--- src/assert_macros.svh ---
// Assertion macros for the LFU page replacement RTL.
// Needs a clock named clk and an active-high reset named rst in scope.
`ifndef ASSERT_MACROS_SVH
`define ASSERT_MACROS_SVH

// Plain clocked property, switched off while in reset
`define LFUPR_ASSERT(label, prop) \
  label: assert property (@(posedge clk) disable iff (rst) prop) \
    else $error("lfu_page_replacement: assertion failed");

// Same-cycle implication
`define LFUPR_ASSERT_IMP(label, ante, cons) \
  `LFUPR_ASSERT(label, (ante) |-> (cons))

// Next-cycle implication
`define LFUPR_ASSERT_NXT(label, ante, cons) \
  `LFUPR_ASSERT(label, (ante) |=> (cons))

`endif

--- src/lfupr_pkg.sv ---
// Package for the LFU page replacement block: fixed field widths and the
// structs passed between the top level and the frame cells. No dependencies.
`default_nettype none

package lfupr_pkg;

  localparam int PAGE_W      = 8;   // page_number / evicted_page
  localparam int FIU_W       = 5;   // frames_in_use register
  localparam int FRAME_OUT_W = 4;   // frame_index result field
  localparam int TOTAL_W     = 32;  // hit_total / fault_total
  localparam int IN_DATA_W   = 8;
  localparam int OUT_DATA_W  = 80;

  localparam logic [FIU_W-1:0] FIU_RESET = FIU_W'(16);

  // Token flags handed from cell to cell during a scan
  typedef struct packed {
    logic go;     // token present this cycle
    logic found;  // a resident frame already matched the page
    logic have;   // a victim candidate has been picked
  } tok_flags_t;

  // Broadcast from the top level to every cell
  typedef struct packed {
    logic              bump;  // transaction committed: refresh matching counts
    logic [PAGE_W-1:0] page;  // page being referenced
  } cell_ctl_t;

endpackage

`default_nettype wire

--- src/lfupr_count_mem.sv ---
// Per-page reference count memory with a clearing pass after reset.
// One write and one registered read port. Depends on lfupr_pkg.
`default_nettype none

module lfupr_count_mem
  import lfupr_pkg::*;
#(
  parameter int DEPTH = 256,
  parameter int SW    = 8,
  parameter int CW    = 16
) (
  input  wire logic          clk,
  input  wire logic          rst,
  input  wire logic          rd_en,
  input  wire logic [SW-1:0] rd_addr,
  output logic [CW-1:0]      rd_data,
  input  wire logic          wr_en,
  input  wire logic [SW-1:0] wr_addr,
  input  wire logic [CW-1:0] wr_data,
  output logic               ready
);

  logic [CW-1:0] mem [DEPTH];

  logic          clearing;
  logic [SW-1:0] clear_ptr;

  // Clearing pass: one entry a cycle from reset
  always_ff @(posedge clk) begin
    if (rst) begin
      clearing  <= 1'b1;
      clear_ptr <= '0;
    end else if (clearing) begin
      clear_ptr <= clear_ptr + SW'(1);
      if (clear_ptr == SW'(DEPTH - 1)) begin
        clearing <= 1'b0;
      end
    end
  end

  // Write port
  always_ff @(posedge clk) begin
    if (clearing) begin
      mem[clear_ptr] <= '0;
    end else if (wr_en) begin
      mem[wr_addr] <= wr_data;
    end
  end

  // Registered read port
  always_ff @(posedge clk) begin
    if (rd_en) begin
      rd_data <= mem[rd_addr];
    end
  end

  assign ready = !clearing;

endmodule

`default_nettype wire

--- config.mk ---
export PLATFORM = sky130hd
export DESIGN_NAME = lfupr_count_mem
export DESIGN_NICKNAME = d
export VERILOG_FILES = /design/src/assert_macros.svh /design/src/lfupr_pkg.sv /design/src/lfupr_count_mem.sv
export SDC_FILE = /design/constraint.sdc
export NUM_CORES = 2
export LEC_CHECK = 0
export ABC_CLOCK_PERIOD_IN_PS = 5430
export BUFFER_PORTS_ARGS = -buffer_cell sky130_fd_sc_hd__buf_2
export CORE_UTILIZATION = 57
export DETAILED_ROUTE_END_ITERATION = 16
export PLACE_DENSITY_LB_ADDON = 0.12
export SLEW_MARGIN = 20
export SYNTH_ARGS = -nofsm -noshare
export SYNTH_HDL_FRONTEND = slang
export SYNTH_SLANG_ARGS = --single-unit
export TNS_END_PERCENT = 5
--- constraint.sdc ---
create_clock -name clk -period 5.43 [get_ports clk]
set_clock_uncertainty 0.1 [all_clocks]
set_input_delay 0.8145 -clock clk [delete_from_list [all_inputs] [get_ports clk]]
set_output_delay 0.8145 -clock clk [all_outputs]
set_load 0.03 [all_outputs]
# Yosys cells after proc, flatten, opt, wreduce, memory -nomap -nowiden
# Memory sizes are Yosys's and may differ from the RTL's. A register that Yosys moved wholly into a read port is not among the register bits.
# Cells that the tools add are included.
# totals
ff_bits	9
latchBits	0
mem_bits_rw	4096
rom_bits	0
input_bits	36
output_inout_bits	17
elab_cells	17
n_memories	1
# memory_table
name	depth	word_bits	read_ports	rd_clocked_by_memory_dff	write_ports	line	rtl
mem	256	16	1	1	1	lfupr_count_mem.sv:23	logic [CW-1:0] mem [DEPTH];
# op_classes
add_sub_neg	1
n_mul	0
n_div	0
n_lt_le_gt_ge	0
eq_ne	1
shifts	0
mux	10
bitwise_logic	0
reduce_logical	2
# op_table
cell	count
$mux 16	1
$reduce_or 16->1	1
$add 8x1->8 const B	1
$eq 8x8->1 const B	1
$mux 1	8
$mux 8	1
$logic_not 1->1	1

# Logic depth before layout (Yosys ltp)
# logic_depth
depth_word	5
depth_mapped	12
mapped_depth_nobuf	6

# Least setup slack after synthesis
# OpenSTA, ideal clock, no wires.
# synth_timing
kind	input port to flip-flop
start	input wr_en
end	memory mem[0][10] (data pin)
setup_ns	0.870
t_arrival_ns	4.865
required_ns	4.460
setup_slack_ns	-0.405
cell_stages	5
path_buffers	3
cell_sequence	nor2b_1 > clkbuf_1 > clkbuf_1 > clkbuf_1 > and2_1
# synth_between
elab_chain_cells	5
# synth_lines
element	line	rtl
from (decl)	lfupr_count_mem.sv:17	input wire logic wr_en,
$mux 1	lfupr_count_mem.sv:45	end else if (wr_en) begin
$mux 1	lfupr_count_mem.sv:43	if (clearing) begin
$mux 1 (implied by the code)	lfupr_count_mem.sv:46	mem[wr_addr] <= wr_data;
$reduce_or 16->1 (no source line)	-	
$mux 16 (no source line)	-	
to (decl)	lfupr_count_mem.sv:23	
# No other way between the ends.

# Worst setup path after layout
# layout_timing
start	register clearing
end	memory mem[2][13], enable pin
# layout_between
elab_chain_cells	4
word_cells_on_any_way	7
# layout_lines
element	line	rtl
from (decl)	lfupr_count_mem.sv:25	logic clearing;
from (signal assigned)	lfupr_count_mem.sv:31	clearing <= 1'b1;
from (signal assigned)	lfupr_count_mem.sv:36	clearing <= 1'b0;
$mux 1	lfupr_count_mem.sv:43	
$mux 1 (implied by the code)	lfupr_count_mem.sv:46	
$reduce_or 16->1 (no source line)	-	
$mux 8 (no source line) or $mux 1 (tied branches)	-	
# Several ways; a longest one is shown, not always the timed one.

==> metrics.txt <==
status=complete, no violations; pin count of the biggest net entering global routing=between 150 and 200; EDFF count, synth=4112; Final WS setup=0.992 ns; antenna violations before repair=22; Clk Latency, worst-skew pair=about 0.96 ns; fin nets=roughly 8000; max-cap violation count=0; Final Hold Fails=0; Final Wtd Congestion=~0.88; CTS root buf=clkbuf_16; Pre-antenna DRT Iters=6; Place WS=roughly 0.38 ns; clock power share=between 40 and 50%; layout cells sized above 1=between 20 and 25%; crit path DAT=between 4 and 5 ns; Reg area=~120000 sq um; Area growth syn-to-layout=13.1%; Iter 0 DRT Violations=about 11000; CTS resizes=0; final core occ=roughly two thirds; grt total ovfl=0; Yosys cell types=55; Tcrit/Tclk final=between 80 and 90%; Worst-path clk slew=approximately 0.070 ns; gr usage total=between 20 and 30%; CP Capture Type=flop; Setup TNS Final=0 ns; die height=~530 microns; share of power burned in registers=between 50% and 60%; FF+latch count, synth=~4100; CTS Sinks=approximately 4100; internal cell power=0.0514 W; fmax=around 230 MHz; syn_nets=7473; multi-input logic area=between 30000 and 40000 sq um; sequential share of the synthesized area=77.7%; Ys Warns=0; fillers=approximately 18000; ys flop type=edfxtp_1; Port Buffers=52; Mapped Cells=between 7000 and 8000; Worst slew margin=between 10% and 20%; Routed WL per cell=between 30 and 40 microns; async set-reset flop share out of synthesis=0%; hold-critical path depth=2; Synth Area per Inst=approximately 21 sq um; Reg2Reg Depth=6; switching share of power=roughly a fifth; CP startpoint kind=flop; CP Max Fanout=9; num rows=~190; CTS tree=done; Finish-stage setup viols=0; CTS Buf Count=roughly 410; Design Area, Final=~180000 sq um; Lkg Pwr=62.9 nW; Final ANT Viol Nets=0; starting density of the core=57.4%; dpl cell area=approximately 170000 sq um; Clock Path Buffers=4; Logic pwr share=about 3.9%; Die W=approximately 530 microns; CTS H-tree lvls=5; CP Class=flop to flop; Post CTS Setup Buffer Count=0; path category of the worst min-delay check=input port to flop; RSZ-0062 raised after global routing=no; die area=roughly 280000 sq um; CORE AREA=between 200000 and 300000 sq um; Hold-fix buffers, CTS=0; Slew @ Worst Pin=1.24 ns; Critical Path RT=a little under 6 ns; Final min period=about 4.4 ns; via count=approximately 80000; Psw=approximately 0.013 W; vias in the first global route=around 79000; mean number of vias per cell=approximately 6.6; final wirelength=around 400000 microns; io pins=53; DRC=0; first-pass GRT wire length=583000 microns; worst vdd ir=between 200 and 300 uV; DPL Wire Length=around 250000 microns; Synth Cell Area=roughly 160000 sq um; Power per Cell Area=~360 nW/um^2; Final Max Tran Viols=0
## through the flow
stage / power, W / std cells / hold WS (ns)
after floorplan: 0.0368 / 7436 / 0.413
after global placement: 0.0377 / 11300 / 0.449
after detailed placement: 0.0378 / 11300 / 0.479
after CTS: 0.0651 / 12000 / 0.00171
after global routing: 0.0664 / 12000 / 0.0432
final: 0.0648 / 12000 / 0.0545
## cell usage after synthesis, drive strengths merged, types with 18 or more instances
cell type     n  share of area, %
a21oi       157              0.49
a221oi       18             0.099
a22o         34              0.19
and2         19             0.075
buf         229               1.1
clkbuf      220              0.52
edfxtp     4112                78
mux2         35              0.25
mux2i       659               4.1
mux4        771                11
nand2        61              0.14
nand3        26             0.082
nor2        302              0.71
nor3         52              0.16
o21ai       109              0.34
o221ai      328               1.8
o22ai       155              0.61
o31ai        20             0.094
## cells by family after synthesis
| logic type | Yosys count | synth area share (%) |
|---|---|---|
| compound gates | 856 | 3.83 |
| buf+inv | 453 | 1.61 |
| fa+ha+maj | 1 | 0.00786 |
| xor+xnor | 6 | 0.0330 |
| simple gates | 534 | 1.49 |
| flops | 4121 | 77.7 |
| mux | 1465 | 15.3 |
## power groups by stage
stage	Combinational (W)	Clock, W	Sequential, W
5_1_grt	0.00263	0.0292	0.0345
3_3_place_gp	0.00250	0	0.0352
3_5_place_dp	0.00252	0	0.0352
2_1_floorplan	0.00160	0	0.0352
6_report	0.00252	0.0277	0.0346
4_1_cts	0.00253	0.0280	0.0346
## final cells by class
type	count	area share, %
flip-flops and latches	4121	68.7
inverters	4	0.0153
clock inverters	250	1.36
diodes	18	0.0250
multi-input cells	2862	18.4
clock buffers	502	5.94
repair buffers	579	2.93
well taps	3705	2.58
## registers in the layout (all words and copies together) (netlist names)
register and count:
clearing 1, rd_data 16, mem 4096, clear_ptr 8
## worst max-delay path, cell delays in order, from the launching register on
cell     delay, ns
dfxtp_1       0.50
inv_1         0.33
nand2_1       0.32
o31ai_2       0.89
nand3_2       0.78
nor2_1        0.84
buf_4         0.33
## per-layer routing
layer / up-vias / routed length (microns) / global-route usage (%)
li1: 32700 / - / -
met1: 42600 / 164000 / 42.6
met2: 3942 / 193000 / 45.5
met3: 703 / 36100 / 4.82
met4: 16 / 17400 / 11.2
met5: - / 115 / 0
## layout by cell type (no fill, tap or decap), types with 81 or more instances in the layout
master     count
buf_12        81
o221ai_1     326
edfxtp_1    4112
mux4_2       771
o22ai_1      155
a21oi_1      157
mux2i_1      659
buf_4        447
clkbuf_16    414
clkbuf_1      88
nor2_1       270
clkinv_1     110
o21ai_0      100
## final timing paths
check	start	endpoint	slack, ns
worst max-delay path	clearing$_SDFF_PP1_	mem[2][13]$_DFFE_PP_	0.99
worst min-delay path	rst	clear_ptr[0]$_SDFFE_PP0P_	0.05
worst max register to register	clearing$_SDFF_PP1_	mem[2][13]$_DFFE_PP_	0.99
worst min register to register	clear_ptr[0]$_SDFFE_PP0P_	clear_ptr[0]$_SDFFE_PP0P_	0.49
Power figures use the tool's default switching activity.
