===== src/assert_macros.svh =====
// Assertion macros for the LFU page replacement RTL.
// Needs a clock named clk and an active-high reset named rst in scope.
`ifndef ASSERT_MACROS_SVH
`define ASSERT_MACROS_SVH

// Plain clocked property, switched off while in reset
`define LFUPR_ASSERT(label, prop) \
  label: assert property (@(posedge clk) disable iff (rst) prop) \
    else $error("lfu_page_replacement: assertion failed");

// Same-cycle implication
`define LFUPR_ASSERT_IMP(label, ante, cons) \
  `LFUPR_ASSERT(label, (ante) |-> (cons))

// Next-cycle implication
`define LFUPR_ASSERT_NXT(label, ante, cons) \
  `LFUPR_ASSERT(label, (ante) |=> (cons))

`endif


===== src/lfupr_pkg.sv =====
// Package for the LFU page replacement block: fixed field widths and the
// structs passed between the top level and the frame cells. No dependencies.
`default_nettype none

package lfupr_pkg;

  localparam int PAGE_W      = 8;   // page_number / evicted_page
  localparam int FIU_W       = 5;   // frames_in_use register
  localparam int FRAME_OUT_W = 4;   // frame_index result field
  localparam int TOTAL_W     = 32;  // hit_total / fault_total
  localparam int IN_DATA_W   = 8;
  localparam int OUT_DATA_W  = 80;

  localparam logic [FIU_W-1:0] FIU_RESET = FIU_W'(16);

  // Token flags handed from cell to cell during a scan
  typedef struct packed {
    logic go;     // token present this cycle
    logic found;  // a resident frame already matched the page
    logic have;   // a victim candidate has been picked
  } tok_flags_t;

  // Broadcast from the top level to every cell
  typedef struct packed {
    logic              bump;  // transaction committed: refresh matching counts
    logic [PAGE_W-1:0] page;  // page being referenced
  } cell_ctl_t;

endpackage

`default_nettype wire


===== src/lfupr_cell.sv =====
// One frame cell: holds a resident page, its count slot and a copy of its
// reference count, and passes the search token on. Depends on lfupr_pkg.
`default_nettype none

module lfupr_cell
  import lfupr_pkg::*;
#(
  parameter int IDX = 0,
  parameter int FW  = 4,
  parameter int FCW = 5,
  parameter int SW  = 8,
  parameter int CW  = 16
) (
  input  wire logic              clk,
  input  wire logic              rst,
  input  wire cell_ctl_t         ctl,
  input  wire logic              load,
  input  wire logic [SW-1:0]     slot,
  input  wire logic [CW-1:0]     new_cnt,
  input  wire logic [FCW-1:0]    filled,
  input  wire logic [FCW-1:0]    eff_frames,
  input  wire tok_flags_t        flags_in,
  input  wire logic [FW-1:0]     where_in,
  input  wire logic [FW-1:0]     best_idx_in,
  input  wire logic [CW-1:0]     best_cnt_in,
  input  wire logic [PAGE_W-1:0] best_page_in,
  output tok_flags_t             flags_out,
  output logic [FW-1:0]          where_out,
  output logic [FW-1:0]          best_idx_out,
  output logic [CW-1:0]          best_cnt_out,
  output logic [PAGE_W-1:0]      best_page_out
);

  logic [PAGE_W-1:0] page;
  logic [SW-1:0]     page_slot;
  logic [CW-1:0]     cnt;

  logic go;
  logic found;
  logic have;

  logic hit_here;
  logic victim_here;

  // Frame contents: loaded on a fill or eviction, count refreshed on a
  // reference to any page sharing the slot
  always_ff @(posedge clk) begin
    if (load) begin
      page      <= ctl.page;
      page_slot <= slot;
      cnt       <= new_cnt;
    end else if (ctl.bump && (page_slot == slot)) begin
      cnt <= new_cnt;
    end
  end

  // Local match and victim test
  assign hit_here    = (FCW'(IDX) < filled) && (page == ctl.page);
  assign victim_here = (FCW'(IDX) < eff_frames) &&
                       (!flags_in.have || (cnt < best_cnt_in));

  // Token flag
  always_ff @(posedge clk) begin
    if (rst) begin
      go <= 1'b0;
    end else begin
      go <= flags_in.go;
    end
  end

  // Token payload, held until the next token arrives
  always_ff @(posedge clk) begin
    if (flags_in.go) begin
      found <= flags_in.found || hit_here;
      have  <= flags_in.have || victim_here;
      if (!flags_in.found && hit_here) begin
        where_out <= FW'(IDX);
      end else begin
        where_out <= where_in;
      end
      if (victim_here) begin
        best_idx_out  <= FW'(IDX);
        best_cnt_out  <= cnt;
        best_page_out <= page;
      end else begin
        best_idx_out  <= best_idx_in;
        best_cnt_out  <= best_cnt_in;
        best_page_out <= best_page_in;
      end
    end
  end

  assign flags_out = '{go: go, found: found, have: have};

endmodule

`default_nettype wire


===== config.mk =====
export PLATFORM = sky130hd
export DESIGN_NAME = lfupr_cell
export DESIGN_NICKNAME = d
export VERILOG_FILES = /design/src/assert_macros.svh /design/src/lfupr_pkg.sv /design/src/lfupr_cell.sv
export SDC_FILE = /design/constraint.sdc
export NUM_CORES = 1
export LEC_CHECK = 0
export ABC_AREA = 1
export BUFFER_PORTS_ARGS = -buffer_cell sky130_fd_sc_hd__buf_2
export CAP_MARGIN = 30
export CORE_MARGIN = 2
export CORE_UTILIZATION = 35
export CTS_BUF_LIST = sky130_fd_sc_hd__clkbuf_8
export DETAILED_ROUTE_END_ITERATION = 6
export PLACE_DENSITY = 0.58
export SETUP_SLACK_MARGIN = 0.4
export SYNTH_ARGS = -nofsm -noshare
export SYNTH_HDL_FRONTEND = slang
export SYNTH_SLANG_ARGS = --single-unit

===== constraint.sdc =====
create_clock -name clk -period 3.8 [get_ports clk]
set_input_delay 0.57 -clock clk [delete_from_list [all_inputs] [get_ports clk]]
set_output_delay 0.57 -clock clk [all_outputs]
set_load 0.02 [all_outputs]

# Yosys cells after proc, flatten, opt, wreduce, memory -nomap -nowiden
# Index checks and enable logic that the tools add are counted.
# totals
elab_cells	29
out_inout_bits	35
regBits	67
input_bits	81
# classes
eq_ne	2
n_lt_le_gt_ge	3
muxes	4
n_reduce_logical	10
# op_table
cell	n
$mux W16	3
$eq A8 B8 Y1	2
$lt A16 B16 Y1	1
$lt A1 B5 Y1 const A	2
$mux W8	1
$logic_and A1 B1 Y1	4
$logic_or A1 B1 Y1	3
$logic_not A1 Y1	2
$reduce_bool A2 Y1	1

# Logic depth before layout (Yosys ltp)
# depth
depth_word	4
depth_mapped	15
depth_no_buf	14

# Least setup slack after synthesis
# Ideal clock, no wire load.
# synth_timing
path_kind	in2reg
start	input port slot[2]
end	register cnt[0], enable pin
path_slack_ns	0.771
path_buffers	0
cell_stages	3
setup_time_ns	0.436
t_arrival_ns	2.593
required_ns	3.364
cell_sequence	xnor2_1 nand2_1 o41ai_1
# synth_between
elab_chain_len	3
# synth_lines
item	line_no	text
start, declared	lfupr_cell.sv:18	input wire logic [SW-1:0] slot,
$eq A8 B8 Y1	lfupr_cell.sv:52	end else if (ctl.bump && (page_slot == slot)) begin
$logic_and A1 B1 Y1	lfupr_cell.sv:52	
$reduce_bool A2 Y1 (no source line)	--	
end signal, assigned	lfupr_cell.sv:51	cnt <= new_cnt;
end signal, assigned	lfupr_cell.sv:53	cnt <= new_cnt;
end, declared	lfupr_cell.sv:36	logic [CW-1:0] cnt;
# Every way passes these cells.
# A chain may end at the register's enable or synchronous reset.

# Final worst setup path
# layout_timing
start	register cnt[5]
end	register best_cnt_out[10] (data pin)
# layout_between
elab_chain_len	4
# layout_lines
item	line_no	text
$lt A16 B16 Y1	lfupr_cell.sv:60	(!flags_in.have || (cnt < best_cnt_in));
$logic_or A1 B1 Y1	lfupr_cell.sv:60	
$logic_and A1 B1 Y1	lfupr_cell.sv:59	assign victim_here = (FCW'(IDX) < eff_frames) &&
$mux W16	lfupr_cell.sv:81	if (victim_here) begin
end signal, assigned	lfupr_cell.sv:83	best_cnt_out <= cnt;
end signal, assigned	lfupr_cell.sv:87	best_cnt_out <= best_cnt_in;
end, declared	lfupr_cell.sv:30	output logic [CW-1:0] best_cnt_out,
# Every way passes these cells.

==> results_dict.tcl <==
set metrics [dict create \
    vdd_drop_max_v 0.000258 \
    worst-path-max-fanout 29 \
    drv_cap 0 \
    io-pin-count 116 \
    maxSlewHeadroom 0.473 \
    synth_nets 374 \
    ys_ff_latch 67 \
    report.final.slew_viol_count 0 \
    async_flop_share 0 \
    cts_setup_buffers 0 \
    cts_tree "done" \
    p_leak_nw 1.91 \
    arrival_ns 2.62 \
    critPathSlowestCell "nand2_2" \
    wire_per_inst_um 13.1 \
    setup_viol 0 \
    routed-via-count 2310 \
    rows 34 \
    clockBufferDepth 2 \
    setup-tns-final_ns 0 \
    antenna_found_initial 0 \
    synth-edff-count 66 \
    critPathKind "flop to flop" \
    hold_buffers 0 \
    drt_iter0_drc 32 \
    start_util 0.361 \
    numClockSinks 67 \
    fmax_mhz 395 \
    die_width_um 98.9 \
    grt_max_degree 36 \
    portBuffers 115 \
    cts_resized 0 \
    cpPeakStageDelay_ns 0.47 \
    synth_top_area_frac 0.629 \
    crit_required_ns 3.89 \
    synth_most_common_cell "nand2_1" \
    syn_to_final_growth_pct 26.1 \
    nets 491 \
    hold_class "input port to flop" \
    yosys_most_used_dff "edfxtp_1" \
    ant_nets 0 \
    post_drt_via_cell_ratio 4.56 \
    design.core.area_mm2 0.00872 \
    drtPass1Iterations 4 \
    rr_startpoint "cnt[5]$_DFFE_PP_" \
    cp_cell_sequence "ha_1 > a21oi_1 > nor2_1 > nor3_1 > nand2_1 > nand2_1 > nand2_1 > nand2_2 > nand2_4 > nand2_1 > nand2_1" \
    worstSetupEndpointType "flop" \
    fin_crit_sh 0.667 \
    clkTransAtPathRegs_ns 0.07 \
    min_period_ns 2.53 \
    drc 0 \
    powerDensity_mw_per_mm2 426 \
    finalHoldViolations 0 \
    crit_start "cnt[5]$_DFFE_PP_" \
    placed_cells 492 \
    root_buffer "clkbuf_8" \
    startpoint_type "flop" \
    synth_area_mm2 0.00315 \
    max_slew.worst_pin.slew_ns 0.791 \
    post-synth-top-area-cell "edfxtp_1" \
    drive_gt1_frac 0.351 \
    avgSynthCellArea_um2 11.3 \
    place.gp.congestion 0.794 \
    skew_ns 0.00779 \
    fin_util 0.455 \
    yosysUniqueCellTypes 26 \
    wl_um 6650 \
    cts_made_buffers 9 \
    crit_buf_inv 0 \
    dpl.hpwl_um 4910 \
    synth_common_cells "74 x nand2_1, 66 x edfxtp_1, 33 x inv_1, 23 x nand3_1, 15 x ha_1" \
    grt_pass1_wl_um 10600 \
    die-area_mm2 0.00978 \
    instances_no_fill 507 \
    grt_pass1_vias 2312 \
    yosys_warnings 0 \
    crit_top_cell "nand2_1" \
    htree_levels 3 \
    diodes 0 \
    grt_usage 0.141 \
    clock_latency_ns 0.33 \
    grt_overflow 0 \
    ys_seq_area_frac 0.635 \
    ys_top_cells_by_area "edfxtp_1 63%, nand2_1 8.8%, ha_1 6.0%" \
    hold_start "rst" \
    critical-path-top-delay-family "simple AND/OR/NAND/NOR gates" \
    synthCells 278 \
    status "completed" \
    rsz0062_at_grt "no" \
    die_h_um 98.9 \
]
layout by cell type, fill, tap and decap left out:
| cell | netlist | final |
|---|---|---|
| nand2_1 | 74 | 74 |
| nand2_4 | 1 | 1 |
| o21a_1 | 1 | 1 |
| o21ai_0 | 2 | 2 |
| edfxtp_1 | 66 | 66 |
| xor2_1 | 6 | 6 |
| clkbuf_8 | 0 | 9 |
| a21oi_1 | 7 | 7 |
| clkinv_2 | 0 | 1 |
| nor4_1 | 1 | 1 |
| nand2_2 | 1 | 1 |
| bufinv_16 | 0 | 1 |
| nand4_1 | 2 | 2 |
| nand3_2 | 4 | 4 |
| ha_1 | 15 | 15 |
| dfxtp_1 | 1 | 1 |
| buf_2 | 3 | 115 |
| buf_4 | 4 | 2 |
| nand3_1 | 23 | 23 |
| or2_2 | 5 | 5 |
| a21boi_0 | 4 | 4 |
| inv_1 | 33 | 35 |
| xnor2_1 | 5 | 5 |
| o41ai_2 | 0 | 1 |
| nor3_1 | 5 | 5 |
| clkinv_1 | 0 | 2 |
| nor2_1 | 10 | 10 |
metrics by stage:
step                area [µm²]  hold slack, ns  worst slack, ns  total power, mW
CTS                       3970           0.362             1.24             1.72
finish                    3970           0.385             1.27             1.69
global placement          3800           0.562             1.01             1.16
global route              3970           0.358             1.03             1.78
detailed placement        3800           0.569            0.920             1.17
floorplan                 3150           0.547            0.771             1.06
power by group:
| group | internal (mW) | switching [mW] | leakage [nW] |
|---|---|---|---|
| Clock | 0.289 | 0.250 | 0.0965 |
| Sequential | 0.880 | 0.0207 | 0.658 |
| Combinational | 0.0988 | 0.152 | 1.15 |
worst paths after layout:
check / to / slack (ns) / cells past startpoint
worst min-delay path: go$_SDFF_PP0_ / 0.38 / 2
worst max-delay path: best_cnt_out[10]$_DFFE_PP_ / 1.27 / 11
worst min register to register: best_cnt_out[7]$_DFFE_PP_ / 0.59 / 2
worst max register to register: best_cnt_out[10]$_DFFE_PP_ / 1.27 / 11
registers in the layout, summed over array words and instances, names as in the netlist:
register,count
best_cnt_out,16
best_idx_out,4
best_page_out,8
cnt,16
found,1
go,1
have,1
page,8
page_slot,8
where_out,4
kinds of logic after synthesis:
family,Yosys count,share of synthesized area
fa+ha+maj,15,0.0596
compound gates,15,0.0290
buf+inv,44,0.0667
xor+xnor,11,0.0306
simple gates,126,0.179
flops,67,0.635
area by class of cell:
| type | instances | area [µm²] |
|---|---|---|
| multi-input cells | 167 | 946 |
| repair buffers | 117 | 591 |
| fillers | 828 | 4750 |
| well taps | 108 | 135 |
| inverters | 33 | 124 |
| clock inverters | 6 | 50.0 |
| clock buffers | 9 | 124 |
| flip-flops and latches | 67 | 2000 |
routing by layer:
| layer | wire length, µm | vias up | GRT usage | part of all wire |
|---|---|---|---|---|
| li1 | - | 1165 | - | - |
| met1 | 2820 | 1052 | 0.171 | 0.42 |
| met2 | 3220 | 82 | 0.226 | 0.48 |
| met3 | 506 | 11 | 0.0518 | 0.076 |
| met4 | 109 | 0 | 0.0590 | 0.016 |
| met5 | 0 | - | 0 | 0 |
Note: power is estimated with default switching activity, not from simulation.
